**src/design/assert_macros.svh**
```systemverilog
// Assertion macros used by the deframer RTL.
`ifndef ASSERT_MACROS_SVH
`define ASSERT_MACROS_SVH

// Check on every clock edge outside reset.
`define WSDF_ASSERT(label, prop, msg) \
  label: assert property (@(posedge clk) disable iff (!rst_n) (prop)) else $error(msg);

// Check on every clock edge, reset included.
`define WSDF_ASSERT_ALWAYS(label, prop, msg) \
  label: assert property (@(posedge clk) (prop)) else $error(msg);

`endif

```
**src/design/wsdf_pkg.sv**
```systemverilog
// Types and constants of the WebSocket frame deframer.
`default_nettype none

package wsdf_pkg;

  typedef enum logic [1:0] {
    PH_HEAD    = 2'd0,
    PH_EXT     = 2'd1,
    PH_PAYLOAD = 2'd2,
    PH_HALT    = 2'd3
  } phase_t;

  typedef enum logic [2:0] {
    K_MSG_BYTE  = 3'd0,
    K_PING_BYTE = 3'd1,
    K_DONE      = 3'd2,
    K_TOO_LONG  = 3'd3,
    K_PONG      = 3'd4,
    K_CLOSE     = 3'd5,
    K_BAD_CTRL  = 3'd6,
    K_UNKNOWN   = 3'd7
  } kind_t;

  localparam logic [3:0] OP_CONT  = 4'h0;
  localparam logic [3:0] OP_TEXT  = 4'h1;
  localparam logic [3:0] OP_BIN   = 4'h2;
  localparam logic [3:0] OP_CLOSE = 4'h8;
  localparam logic [3:0] OP_PING  = 4'h9;
  localparam logic [3:0] OP_PONG  = 4'hA;

  localparam logic [6:0] LEN_EXT16 = 7'd126;
  localparam logic [6:0] LEN_EXT64 = 7'd127;
  localparam logic [63:0] CTRL_MAX_LEN = 64'd125;
  localparam logic [15:0] LIMIT_RESET = 16'd4096;

  typedef struct packed {
    kind_t       kind;
    logic [7:0]  data_byte;
    logic [15:0] message_length;
    logic        last;
  } result_t;

endpackage

`default_nettype wire

```
**src/design/websocket_frame_deframer_core.sv**
```systemverilog
// WebSocket receive frame deframer: header decode, unmasking and result queue.
//
// Usage: feed the received connection stream one byte per word on the in_
// channel (in_valid/in_ready, in_rx_byte). Each byte is parsed in the cycle it
// is accepted; the results it causes (message bytes, ping bytes, message done,
// too long, pong request, close, bad control frame, unknown opcode) enter a
// four-entry result queue and leave on the out_ channel one word per cycle
// while out_ready is high, the last one of a byte marked by out_last_of_input.
// Each result is written into the registered queue and offered from there.
// The input takes one byte per cycle while each byte gives at most one result
// and the receiver takes every word; a byte that gives two results (last
// payload byte plus frame end) writes two words into the queue. in_ready is
// high while the queue has two free entries, so a stalled receiver backs up
// into the input once more than two words wait.
// cfg_valid/cfg_message_limit writes the message limit; cfg_ready is always
// high. Write it only while the block is idle.
// Reset (rst_n low at a clock edge) empties the queue, returns the parser to
// the start of a frame header and sets the message limit to 4096. After a
// close frame or a bad control frame the parser ignores all input until reset.
`default_nettype none

module websocket_frame_deframer_core #(
  parameter int MESSAGE_COUNT_WIDTH = 16
) (
  input  wire logic        clk,
  input  wire logic        rst_n,
  input  wire logic        cfg_valid,
  output logic             cfg_ready,
  input  wire logic [15:0] cfg_message_limit,
  input  wire logic        in_valid,
  output logic             in_ready,
  input  wire logic [7:0]  in_rx_byte,
  output logic             out_valid,
  input  wire logic        out_ready,
  output logic [2:0]       out_kind,
  output logic [7:0]       out_data_byte,
  output logic [15:0]      out_message_length,
  output logic             out_last_of_input
);
  import wsdf_pkg::*;
  `include "assert_macros.svh"

  localparam int CW = MESSAGE_COUNT_WIDTH;
  localparam int XW = (CW > 16) ? CW : 16;
  localparam int DEPTH = 4;
  localparam int PW = $clog2(DEPTH);

  // parser state
  phase_t          phase_r, phase_nxt;
  logic [3:0]      hcnt_r, hcnt_nxt;
  logic [3:0]      need_r, need_nxt;
  logic [3:0]      ext_r, ext_nxt;
  logic            fin_r, fin_nxt;
  logic [3:0]      op_r, op_nxt;
  logic            mask_r, mask_nxt;
  logic [63:0]     len_r, len_nxt;
  logic [1:0]      off_r, off_nxt;
  logic [31:0]     key_r, key_nxt;
  logic [CW-1:0]   count_r, count_nxt;
  logic            ovf_r, ovf_nxt;
  logic [15:0]     limit_r;

  // result queue
  result_t         fifo_r [DEPTH];
  logic [PW-1:0]   wr_ptr_r, rd_ptr_r;
  logic [PW:0]     cnt_r, cnt_nxt;

  logic            in_fire, pop;
  logic            hdr_done, frm_end;
  logic            a_vld, b_vld;
  result_t         a_res, b_res, r0, r1;
  logic [1:0]      n_wr;
  logic [XW-1:0]   lim_eff;
  logic [3:0]      need_v;
  logic [7:0]      pay_byte;
  logic            is_msg_op, is_ctrl_op;

  assign cfg_ready = 1'b1;
  assign in_ready  = (cnt_r <= (PW+1)'(DEPTH - 2));
  assign in_fire   = in_valid & in_ready;
  assign out_valid = (cnt_r != '0);
  assign pop       = out_valid & out_ready;

  assign lim_eff = (XW'(limit_r) > XW'({CW{1'b1}})) ? XW'({CW{1'b1}}) : XW'(limit_r);
  assign pay_byte = in_rx_byte ^ (mask_r ? key_r[{~off_r, 3'b000} +: 8] : 8'h00);
  assign is_msg_op = (op_r == OP_TEXT) || (op_r == OP_CONT);
  assign is_ctrl_op = (op_r == OP_CLOSE) || (op_r == OP_PING) || (op_r == OP_PONG);

  always_comb begin
    phase_nxt = phase_r;
    hcnt_nxt  = hcnt_r;
    need_nxt  = need_r;
    ext_nxt   = ext_r;
    fin_nxt   = fin_r;
    op_nxt    = op_r;
    mask_nxt  = mask_r;
    len_nxt   = len_r;
    off_nxt   = off_r;
    key_nxt   = key_r;
    count_nxt = count_r;
    ovf_nxt   = ovf_r;
    hdr_done  = 1'b0;
    frm_end   = 1'b0;
    a_vld     = 1'b0;
    b_vld     = 1'b0;
    a_res     = '0;
    b_res     = '0;
    need_v    = 4'd2;

    if (in_fire) begin
      unique case (phase_r)
        PH_HEAD: begin
          if (hcnt_r == 4'd0) begin
            fin_nxt  = in_rx_byte[7];
            op_nxt   = in_rx_byte[3:0];
            hcnt_nxt = 4'd1;
          end else begin
            mask_nxt = in_rx_byte[7];
            if (in_rx_byte[6:0] == LEN_EXT16) begin
              ext_nxt = 4'd2;
            end else if (in_rx_byte[6:0] == LEN_EXT64) begin
              ext_nxt = 4'd8;
            end else begin
              ext_nxt = 4'd0;
            end
            need_v   = 4'd2 + ext_nxt + (in_rx_byte[7] ? 4'd4 : 4'd0);
            need_nxt = need_v;
            len_nxt  = (in_rx_byte[6:0] < LEN_EXT16) ? 64'(in_rx_byte[6:0]) : 64'd0;
            key_nxt  = '0;
            hcnt_nxt = 4'd2;
            if (need_v == 4'd2) begin
              hdr_done = 1'b1;
            end else begin
              phase_nxt = PH_EXT;
            end
          end
        end
        PH_EXT: begin
          // length bytes come first, then the masking key
          if (hcnt_r < 4'd2 + ext_r) begin
            len_nxt = {len_r[55:0], in_rx_byte};
          end else begin
            key_nxt = {key_r[23:0], in_rx_byte};
          end
          hcnt_nxt = hcnt_r + 4'd1;
          if (hcnt_r + 4'd1 >= need_r) begin
            hdr_done = 1'b1;
          end
        end
        PH_PAYLOAD: begin
          if (is_msg_op) begin
            if (XW'(count_r) >= lim_eff) begin
              ovf_nxt = 1'b1;
            end else begin
              a_vld     = 1'b1;
              a_res     = '{kind: K_MSG_BYTE, data_byte: pay_byte,
                            message_length: 16'd0, last: 1'b0};
              count_nxt = count_r + CW'(1);
            end
          end else if (op_r == OP_PING) begin
            a_vld = 1'b1;
            a_res = '{kind: K_PING_BYTE, data_byte: pay_byte,
                      message_length: 16'd0, last: 1'b0};
          end
          off_nxt = off_r + 2'd1;
          // len_r counts the bytes still to come
          if (len_r <= 64'd1) begin
            frm_end = 1'b1;
          end else begin
            len_nxt = len_r - 64'd1;
          end
        end
        PH_HALT: begin
        end
      endcase
    end

    if (hdr_done) begin
      if (is_ctrl_op && ((len_nxt > CTRL_MAX_LEN) || !fin_r)) begin
        b_vld     = 1'b1;
        b_res     = '{kind: K_BAD_CTRL, data_byte: 8'd0, message_length: 16'd0, last: 1'b0};
        phase_nxt = PH_HALT;
      end else begin
        if (op_r == OP_TEXT) begin
          count_nxt = '0;
          ovf_nxt   = 1'b0;
        end
        off_nxt   = 2'd0;
        hcnt_nxt  = 4'd0;
        need_nxt  = 4'd2;
        phase_nxt = PH_PAYLOAD;
        if (len_nxt == 64'd0) begin
          frm_end = 1'b1;
        end
      end
    end

    if (frm_end) begin
      phase_nxt = PH_HEAD;
      hcnt_nxt  = 4'd0;
      need_nxt  = 4'd2;
      len_nxt   = 64'd0;
      if (is_msg_op) begin
        if (fin_r) begin
          b_vld = 1'b1;
          if (ovf_nxt) begin
            b_res = '{kind: K_TOO_LONG, data_byte: 8'd0, message_length: 16'd0, last: 1'b0};
          end else begin
            b_res = '{kind: K_DONE, data_byte: 8'd0,
                      message_length: 16'(XW'(count_nxt)), last: 1'b0};
          end
          count_nxt = '0;
          ovf_nxt   = 1'b0;
        end
      end else if (op_r == OP_CLOSE) begin
        b_vld     = 1'b1;
        b_res     = '{kind: K_CLOSE, data_byte: 8'd0, message_length: 16'd0, last: 1'b0};
        phase_nxt = PH_HALT;
      end else if (op_r == OP_PING) begin
        b_vld = 1'b1;
        b_res = '{kind: K_PONG, data_byte: 8'd0, message_length: 16'd0, last: 1'b0};
      end else if ((op_r == OP_PONG) || (op_r == OP_BIN)) begin
        b_vld = 1'b0;
      end else begin
        b_vld = 1'b1;
        b_res = '{kind: K_UNKNOWN, data_byte: 8'd0, message_length: 16'd0, last: 1'b0};
      end
    end

    // pack the words of this byte, mark the last one
    a_res.last = !b_vld;
    b_res.last = 1'b1;
    r0   = a_vld ? a_res : b_res;
    r1   = b_res;
    n_wr = {1'b0, a_vld} + {1'b0, b_vld};
  end

  assign cnt_nxt = cnt_r + (PW+1)'(n_wr) - (PW+1)'(pop);

  always_ff @(posedge clk) begin
    if (!rst_n) begin
      phase_r  <= PH_HEAD;
      hcnt_r   <= 4'd0;
      need_r   <= 4'd2;
      ext_r    <= 4'd0;
      fin_r    <= 1'b0;
      op_r     <= OP_CONT;
      mask_r   <= 1'b0;
      len_r    <= 64'd0;
      off_r    <= 2'd0;
      count_r  <= '0;
      ovf_r    <= 1'b0;
      limit_r  <= LIMIT_RESET;
      wr_ptr_r <= '0;
      rd_ptr_r <= '0;
      cnt_r    <= '0;
    end else begin
      phase_r  <= phase_nxt;
      hcnt_r   <= hcnt_nxt;
      need_r   <= need_nxt;
      ext_r    <= ext_nxt;
      fin_r    <= fin_nxt;
      op_r     <= op_nxt;
      mask_r   <= mask_nxt;
      len_r    <= len_nxt;
      off_r    <= off_nxt;
      count_r  <= count_nxt;
      ovf_r    <= ovf_nxt;
      if (cfg_valid && cfg_ready) begin
        limit_r <= cfg_message_limit;
      end
      wr_ptr_r <= wr_ptr_r + PW'(n_wr);
      rd_ptr_r <= rd_ptr_r + PW'(pop);
      cnt_r    <= cnt_nxt;
    end
  end

  always_ff @(posedge clk) begin
    key_r <= key_nxt;
    if (n_wr != 2'd0) begin
      fifo_r[wr_ptr_r] <= r0;
    end
    if (n_wr == 2'd2) begin
      fifo_r[wr_ptr_r + PW'(1)] <= r1;
    end
  end

  assign out_kind           = fifo_r[rd_ptr_r].kind;
  assign out_data_byte      = fifo_r[rd_ptr_r].data_byte;
  assign out_message_length = fifo_r[rd_ptr_r].message_length;
  assign out_last_of_input  = fifo_r[rd_ptr_r].last;

  `WSDF_ASSERT(a_fifo_bound, cnt_r <= (PW+1)'(DEPTH), "result queue count exceeds depth")
  `WSDF_ASSERT(a_halt_sticks, phase_r == PH_HALT |=> phase_r == PH_HALT, "parser left halt")
  `WSDF_ASSERT(a_halt_silent, (in_fire && phase_r == PH_HALT) |-> n_wr == 2'd0,
    "halted parser produced a word")
  `WSDF_ASSERT(a_ext_count, phase_r == PH_EXT |-> hcnt_r < need_r,
    "header count ran past header length")
  `WSDF_ASSERT(a_no_overrun, n_wr != 2'd0 |-> in_fire, "word written without input")

endmodule

`default_nettype wire
```
**config.mk**
```make
export PLATFORM = sky130hd
export DESIGN_NAME = websocket_frame_deframer_core
export DESIGN_NICKNAME = d
export VERILOG_FILES = /design/src/design/wsdf_pkg.sv /design/src/design/websocket_frame_deframer_core.sv
export VERILOG_INCLUDE_DIRS = /design/src /design/src/design
export SDC_FILE = /design/constraint.sdc
export NUM_CORES = 1
export LEC_CHECK = 0
export ABC_AREA = 1
export BUFFER_PORTS_ARGS = -buffer_cell sky130_fd_sc_hd__buf_2
export CAP_MARGIN = 30
export CELL_PAD_IN_SITES_DETAIL_PLACEMENT = 1
export CELL_PAD_IN_SITES_GLOBAL_PLACEMENT = 1
export CORE_MARGIN = 2
export CORE_UTILIZATION = 35
export CTS_BUF_LIST = sky130_fd_sc_hd__clkbuf_8 sky130_fd_sc_hd__clkbuf_16
export CTS_CLUSTER_SIZE = 16
export DETAILED_ROUTE_END_ITERATION = 10
export PLACE_DENSITY = 0.63
export SYNTH_ARGS = -nofsm -noshare
export SYNTH_HDL_FRONTEND = slang
export SYNTH_SLANG_ARGS = --single-unit
```
**constraint.sdc**
```tcl
create_clock -name clk -period 5.4 [get_ports clk]
set_input_delay 1.08 -clock clk [delete_from_list [all_inputs] [get_ports clk]]
set_output_delay 1.08 -clock clk [all_outputs]
set_load 0.02 [all_outputs]
```
== Yosys cells after proc, flatten, opt, wreduce, memory -nomap -nowiden ==
Memory sizes are Yosys's and may differ from the RTL's. A register that Yosys moved wholly into a read port is not among the register bits.
Index checks and enable logic that the tools add are counted.

* Bits of input ports: 29
* Output and inout bits: 31
* Logic and storage cells: 186
* RAM bits: 112
* Bits in read-only memories: 0
* Bits in latches: 0
* Register bits: 158
* Memories kept: 1

{| class="wikitable"
|+ Memory list
! memory !! words !! width !! read ports !! clocked after memory_dff !! write ports !! RTL line !! source
|-
| fifo_r || 4 || 28 || 1 || 1 || 2 || websocket_frame_deframer_core.sv:64 || <nowiki>result_t fifo_r [DEPTH];</nowiki>
|}

* Bitwise logic cells: 6
* Shift-type cells: 1
* Eq/ne operators: 15
* Div/mod/pow operators: 0
* $lt $le $gt $ge: 8
* Multiplexer cells: 104
* Multipliers: 0
* $add $sub $neg: 13
* Reduce and logical (&&, ||, !) cells: 22

{| class="wikitable"
|+ Operator list
! cell !! number
|-
| two-way mux 28 bit || 12
|-
| two-way mux 64 bit || 4
|-
| one-hot mux 64 bit (3 select lines) || 1
|-
| two-way mux 16 bit || 11
|-
| > comparator 64 x 7 -> 1 bit (second input constant) || 1
|-
| less-or-equal comparator 64 x 1 -> 1 bit (second input constant) || 1
|-
| logical NOT 64 bit || 1
|-
| two-way mux 32 bit || 2
|-
| one-hot mux 32 bit (2 select lines) || 1
|-
| subtractor 64 x 1 -> 64 bit (second input constant) || 1
|-
| two-way mux 26 bit || 2
|-
| two-way mux 4 bit || 13
|-
| two-way mux 1 bit || 38
|-
| indexed part select 32 x 6 -> 8 bit || 1
|-
| two-way mux 2 bit || 14
|-
| two-way mux 25 bit || 1
|-
| adder 16 x 1 -> 16 bit (second input constant) || 1
|-
| >= comparator 16 bit || 1
|-
| > comparator 16 bit (second input constant) || 1
|-
| equality test 7 bit (second input constant) || 2
|-
| equality test 4 bit (second input constant) || 3
|-
| nonzero test 3 bit || 3
|-
| adder 2 x 4 -> 4 bit (first input constant) || 2
|-
| equality test 4 x 2 -> 1 bit (second input constant) || 2
|-
| 35 further kinds || 50
|}

== Logic depth before layout (Yosys ltp) ==
* Depth after elaboration: 21
* Depth in mapped cells: 35
* Gate-level depth less buffers: 34

== Worst setup path before layout ==
OpenSTA, ideal clock, no wires.

* Kind: input-to-reg
* From: input in_rx_byte[2]
* To: memory fifo_r[3][7] (netlist bit), data pin
* Setup time: 139 ps
* Slack: 309 ps
* Arrival time: 4953 ps
* Stages: 29
* Data required time: 5261 ps
* Buffers on the path: 2
* Path through: inv_1 > nor3_1 > nand3_1 > nand2_1 > nand2_1 > inv_1 > o21ai_0 > inv_1 > nand2_1 > nand2_1 > nand2_1 > nor2_1 > nand3_1 > nor2_1 > nand2_1 > nor2_1 > nand3_2 > nand2_2 > buf_4 > nand2_1 > o21ai_0 > inv_1 > ha_1 > nor3_1 > inv_1 > nand2_1 > o21ai_1 > buf_2 > nor2_1

{| class="wikitable"
|+ RTL lines
! item !! RTL line !! source
|-
| from (decl) || websocket_frame_deframer_core.sv:32 || <nowiki>input wire logic [7:0] in_rx_byte,</nowiki>
|-
| to (decl) || websocket_frame_deframer_core.sv:64 ||
|}

== Worst setup path in the final report ==
* From: register len_r[4]
* To: register cnt_r[2]

* Longest elaborated chain between the ends: 15
* Elaborated cells on any way between the ends: 25
* Those cells by class: 4 x add/sub; 2 x order compare; 16 x mux; 3 x reduce/logical

{| class="wikitable"
|+ Ends and longest elaborated chain
! item !! RTL line !! source
|-
| from (decl) || websocket_frame_deframer_core.sv:56 || <nowiki>logic [63:0] len_r, len_nxt;</nowiki>
|-
| from (signal assigned) || websocket_frame_deframer_core.sv:265 || <nowiki>len_r <= len_nxt;</nowiki>
|-
| subtractor 64 x 1 -> 64 bit or less-or-equal comparator 64 x 1 -> 1 bit (tied branches) || websocket_frame_deframer_core.sv:170, websocket_frame_deframer_core.sv:167 ||
|-
| two-way mux 64 bit || websocket_frame_deframer_core.sv:167 || <nowiki>if (len_r <= 64'd1) begin</nowiki>
|-
| one-hot mux 64 bit (3 select lines) || websocket_frame_deframer_core.sv:111 || <nowiki>unique case (phase_r)</nowiki>
|-
| two-way mux 64 bit || websocket_frame_deframer_core.sv:110 || <nowiki>if (in_fire) begin</nowiki>
|-
| > comparator 64 x 7 -> 1 bit || websocket_frame_deframer_core.sv:179 || <nowiki>if (is_ctrl_op && ((len_nxt > CTRL_MAX_LEN) || !fin_r)) begin</nowiki>
|-
| logical OR 1 bit || websocket_frame_deframer_core.sv:179 ||
|-
| logical AND 1 bit || websocket_frame_deframer_core.sv:179 ||
|-
| two-way mux 1 bit || websocket_frame_deframer_core.sv:179 ||
|-
| two-way mux 1 bit || websocket_frame_deframer_core.sv:178 || <nowiki>if (hdr_done) begin</nowiki>
|-
| two-way mux 1 bit || websocket_frame_deframer_core.sv:204 || <nowiki>if (fin_r) begin</nowiki>
|-
| two-way mux 1 bit || websocket_frame_deframer_core.sv:203 || <nowiki>if (is_msg_op) begin</nowiki>
|-
| two-way mux 1 bit (*) || websocket_frame_deframer_core.sv:198 || <nowiki>if (frm_end) begin</nowiki>
|-
| adder 1 x 1 -> 2 bit (*) || websocket_frame_deframer_core.sv:235 || <nowiki>n_wr = {1'b0, a_vld} + {1'b0, b_vld};</nowiki>
|-
| adder 3 x 2 -> 3 bit (*) || websocket_frame_deframer_core.sv:238 || <nowiki>assign cnt_nxt = cnt_r + (PW+1)'(n_wr) - (PW+1)'(pop);</nowiki>
|-
| subtractor 3 x 1 -> 3 bit (*) || websocket_frame_deframer_core.sv:238 ||
|-
| to (signal assigned) || websocket_frame_deframer_core.sv:274 || <nowiki>cnt_r <= cnt_nxt;</nowiki>
|-
| to (decl) || websocket_frame_deframer_core.sv:66 || <nowiki>logic [PW:0] cnt_r, cnt_nxt;</nowiki>
|}

Mark *: on every way between the ends. The rest lies on a longest branch, timed or not.
A chain may end at the register's enable or synchronous reset.

==> metrics.yaml <==
crit_type: "register to register"
first_global_vias: 16380
ir_worst_vdd_v: 0.000349
synth_edf_count: 108
ios: 60
die_x_um: 219
cts_sinks: 268
port_buffers: 58
synth_ff_type: "dfxtp_1"
finalWorstSetupSlack_ns: 0.376
dp_hpwl_um: 42500
crit_buf_inv: 7
setup_viol: 0
yosysTopAreaCell: "edfxtp_1"
grt.total_usage_pct: 24.9
critPathMaxFanout: 4
drv_slew: 0
dr.first_iter.drc_count: 796
die_h_um: 219
reg2regPathDepth: 32
clock_latency_ns: 0.56
rr_endpoint: "cnt_r[2]"
finalCritPeriodShare_pct: 93.0
ant_nets: 0
nets: 2495
yosysUniqueCellTypes: 48
ys_seq_elements: 268
tightest_slew_ns: 0.963
rr_startpoint: "len_r[4]"
design_area_um2: 18600
syn_inst: 2340
r2r_slack_ns: 0.38
max_freq_ghz: 0.199
slew_headroom_pct: 35.7
start_util_pct: 35.6
grt_busiest_layer: "met2"
synthesis.nets: 2405
met3_usage_pct: 3.16
path_delay_family: "simple AND/OR/NAND/NOR gates"
crit_path_frequent_cell: "nand2_1"
grt_pass1_wl_um: 92500
drive_above_1_share_pct: 11.5
cts_buffer_depth: 3
hold_ws_ns: 0.456
netlist_area_um2: 16200
drc: 0
h-tree-depth: 2
skew_ns: 0.0269
worstHoldStart: "fifo_r[1][17]"
min_path_type: "register to register"
cts_tree: "yes"
startpoint_type: "register"
fin_cells: 3056
netlist.area_leader.share_pct: 20.0
power_density_nw_per_um2: 604
min_to: "fifo_r[1][17]"
status: "completed"
grt_max_degree: 60
drv_cap: 0
p_leak_nw: 8.64
place_ws_ns: 0.136
antenna_found_initial: 1
fin_crit_ns: 5.02
hold_viol_final: 0
yosys_warnings: 0
end_kind: "register"
routabilityCongestion: 0.889
yosys-top-cells-area: "edfxtp_1, dfxtp_1, nand2_1, nor2_1, inv_1"
dp.cells: 2988
holdPathStages: 2
worstPathArrival_ns: 5.47
use_met2_pct: 44.5
power_mw: 11.3
numCtsBuffers: 35
crit_required_ns: 5.85
hold_buffers: 0
routed-via-count: 15871
drtPass1Iterations: 5
fillers: 5901
cts_root_buffer: "clkbuf_16"
dieArea_um2: 48000
postPlaceCellArea_um2: 17500
async_flop_share_pct: 0
syn_area_per_cell_um2: 6.91
use_met1_pct: 30.9
ys_seq_area_share_pct: 39.8
postRouteWirelength_um: 59200
overflow: 0
core_um2: 45500
clk_pin_slew_ns: 0.06
area_growth_pct: 15.2
wl_per_cell_um: 19.4
crit_slowest_cell: "nor2_1"
rows: 78
viasPerCell: 5.19
cpPeakStageDelay_ns: 0.39
worst register-to-register path: cells and delay by family (launching register included):
family | cells | cell delay, ns
buf+inv | 7 | 0.66
flops | 1 | 0.37
compound gates | 4 | 0.61
simple gates | 16 | 2.05
fa+ha+maj | 4 | 1.12
xor+xnor | 1 | 0.14
flip-flops by register name, summed over array words and instances (netlist names), 2 cells and up:
register	flops
wr_ptr_r	2
need_r	4
op_r	4
count_r	16
limit_r	16
cnt_r	3
fifo_r	112
hcnt_r	4
len_r	64
ext_r	2
phase_r	2
off_r	2
rd_ptr_r	2
key_r	32
synthesized netlist by cell type (32+ instances only):
cell,instances
nor2_2,46
a21oi_1,126
inv_1,250
edfxtp_1,108
nand4_1,42
clkbuf_1,43
o21ai_0,169
xor2_1,45
nor2_1,429
nand2_1,584
a22oi_1,37
nand3_1,74
o22ai_1,32
dfxtp_1,160
ha_1,35
how the worst max path moves through the flow:
stage	from	end	slack [ns]	depth (start not counted)
after global placement	in_valid	cnt_r[2]	0.14	26
after global routing	len_r[42]	cnt_r[2]	-0.0006	31
after floorplan	in_rx_byte[2]	fifo_r[3][7]	0.31	29
final	len_r[4]	cnt_r[2]	0.38	32
after CTS	ext_r[3]	cnt_r[2]	0.22	33
after detailed placement	in_valid	cnt_r[2]	0.14	28
per-layer routing:
metal | vias to the layer above | share of wire, % | wire length (µm)
li1 | 7765 | - | -
met1 | 7701 | 44 | 26100
met2 | 299 | 49 | 29100
met3 | 106 | 3.6 | 2120
met4 | 0 | 3.2 | 1910
met5 | - | 0 | 0
area by class of cell:
cell class	count	area, µm²	area share, %
repair buffers	138	966	5.18
diodes	1	2.50	0.0134
clock buffers	37	903	4.85
inverters	256	961	5.15
flip-flops and latches	268	6450	34.6
well taps	600	751	4.03
multi-input cells	1731	8440	45.3
clock inverters	25	168	0.899
power breakdown:
group / internal [mW] / leakage (nW) / switching [mW] / total (mW)
registers: 2.39 / 2.28 / 0.253 / 2.64
logic: 1.85 / 5.79 / 4.55 / 6.40
clock network: 1.26 / 0.572 / 0.957 / 2.22
logic make-up (layout without fill, tap and decap cells):
group	count (synthesis)	count (layout)	share of synthesized area [%]
xor gates and xnor gates	50	50	2.71
and+or+nand+nor	1243	1243	32.5
buffers and inverters	342	456	8.38
adders and majority gates	36	36	2.83
AOI/OAI and AO/OA	400	401	13.7
other	1	2	0.0232
DFF	268	268	39.8
stage by stage:
step                      setup TNS (ns)  utilization [%]
after floorplan                        0                -
after global placement                 0             38.4
after detailed placement               0             38.4
after CTS                              0             40.8
after global routing           -0.000625             41.0
final                                  0             41.0
timing repair:
| action | 4_1_cts | 5_1_grt |
|---|---|---|
| setup buffers | 0 | 4 |
| endpoints found under the setup margin | 0 | 38 |
| resized for setup | 0 | 13 |
layout by cell type, fill, tap and decap left out, types with 34 or more instances in the layout:
master       n
xor2_1      45
dfxtp_1    159
edfxtp_1   108
nor2_1     422
clkbuf_16   35
nand2_1    583
buf_4       74
a21oi_1    126
nand4_1     42
nor2_2      50
nand3_1     74
a22oi_1     37
ha_1        34
inv_1      262
o21ai_0    169
buf_2       58
No activity file was read; power rests on OpenSTA's default activity.
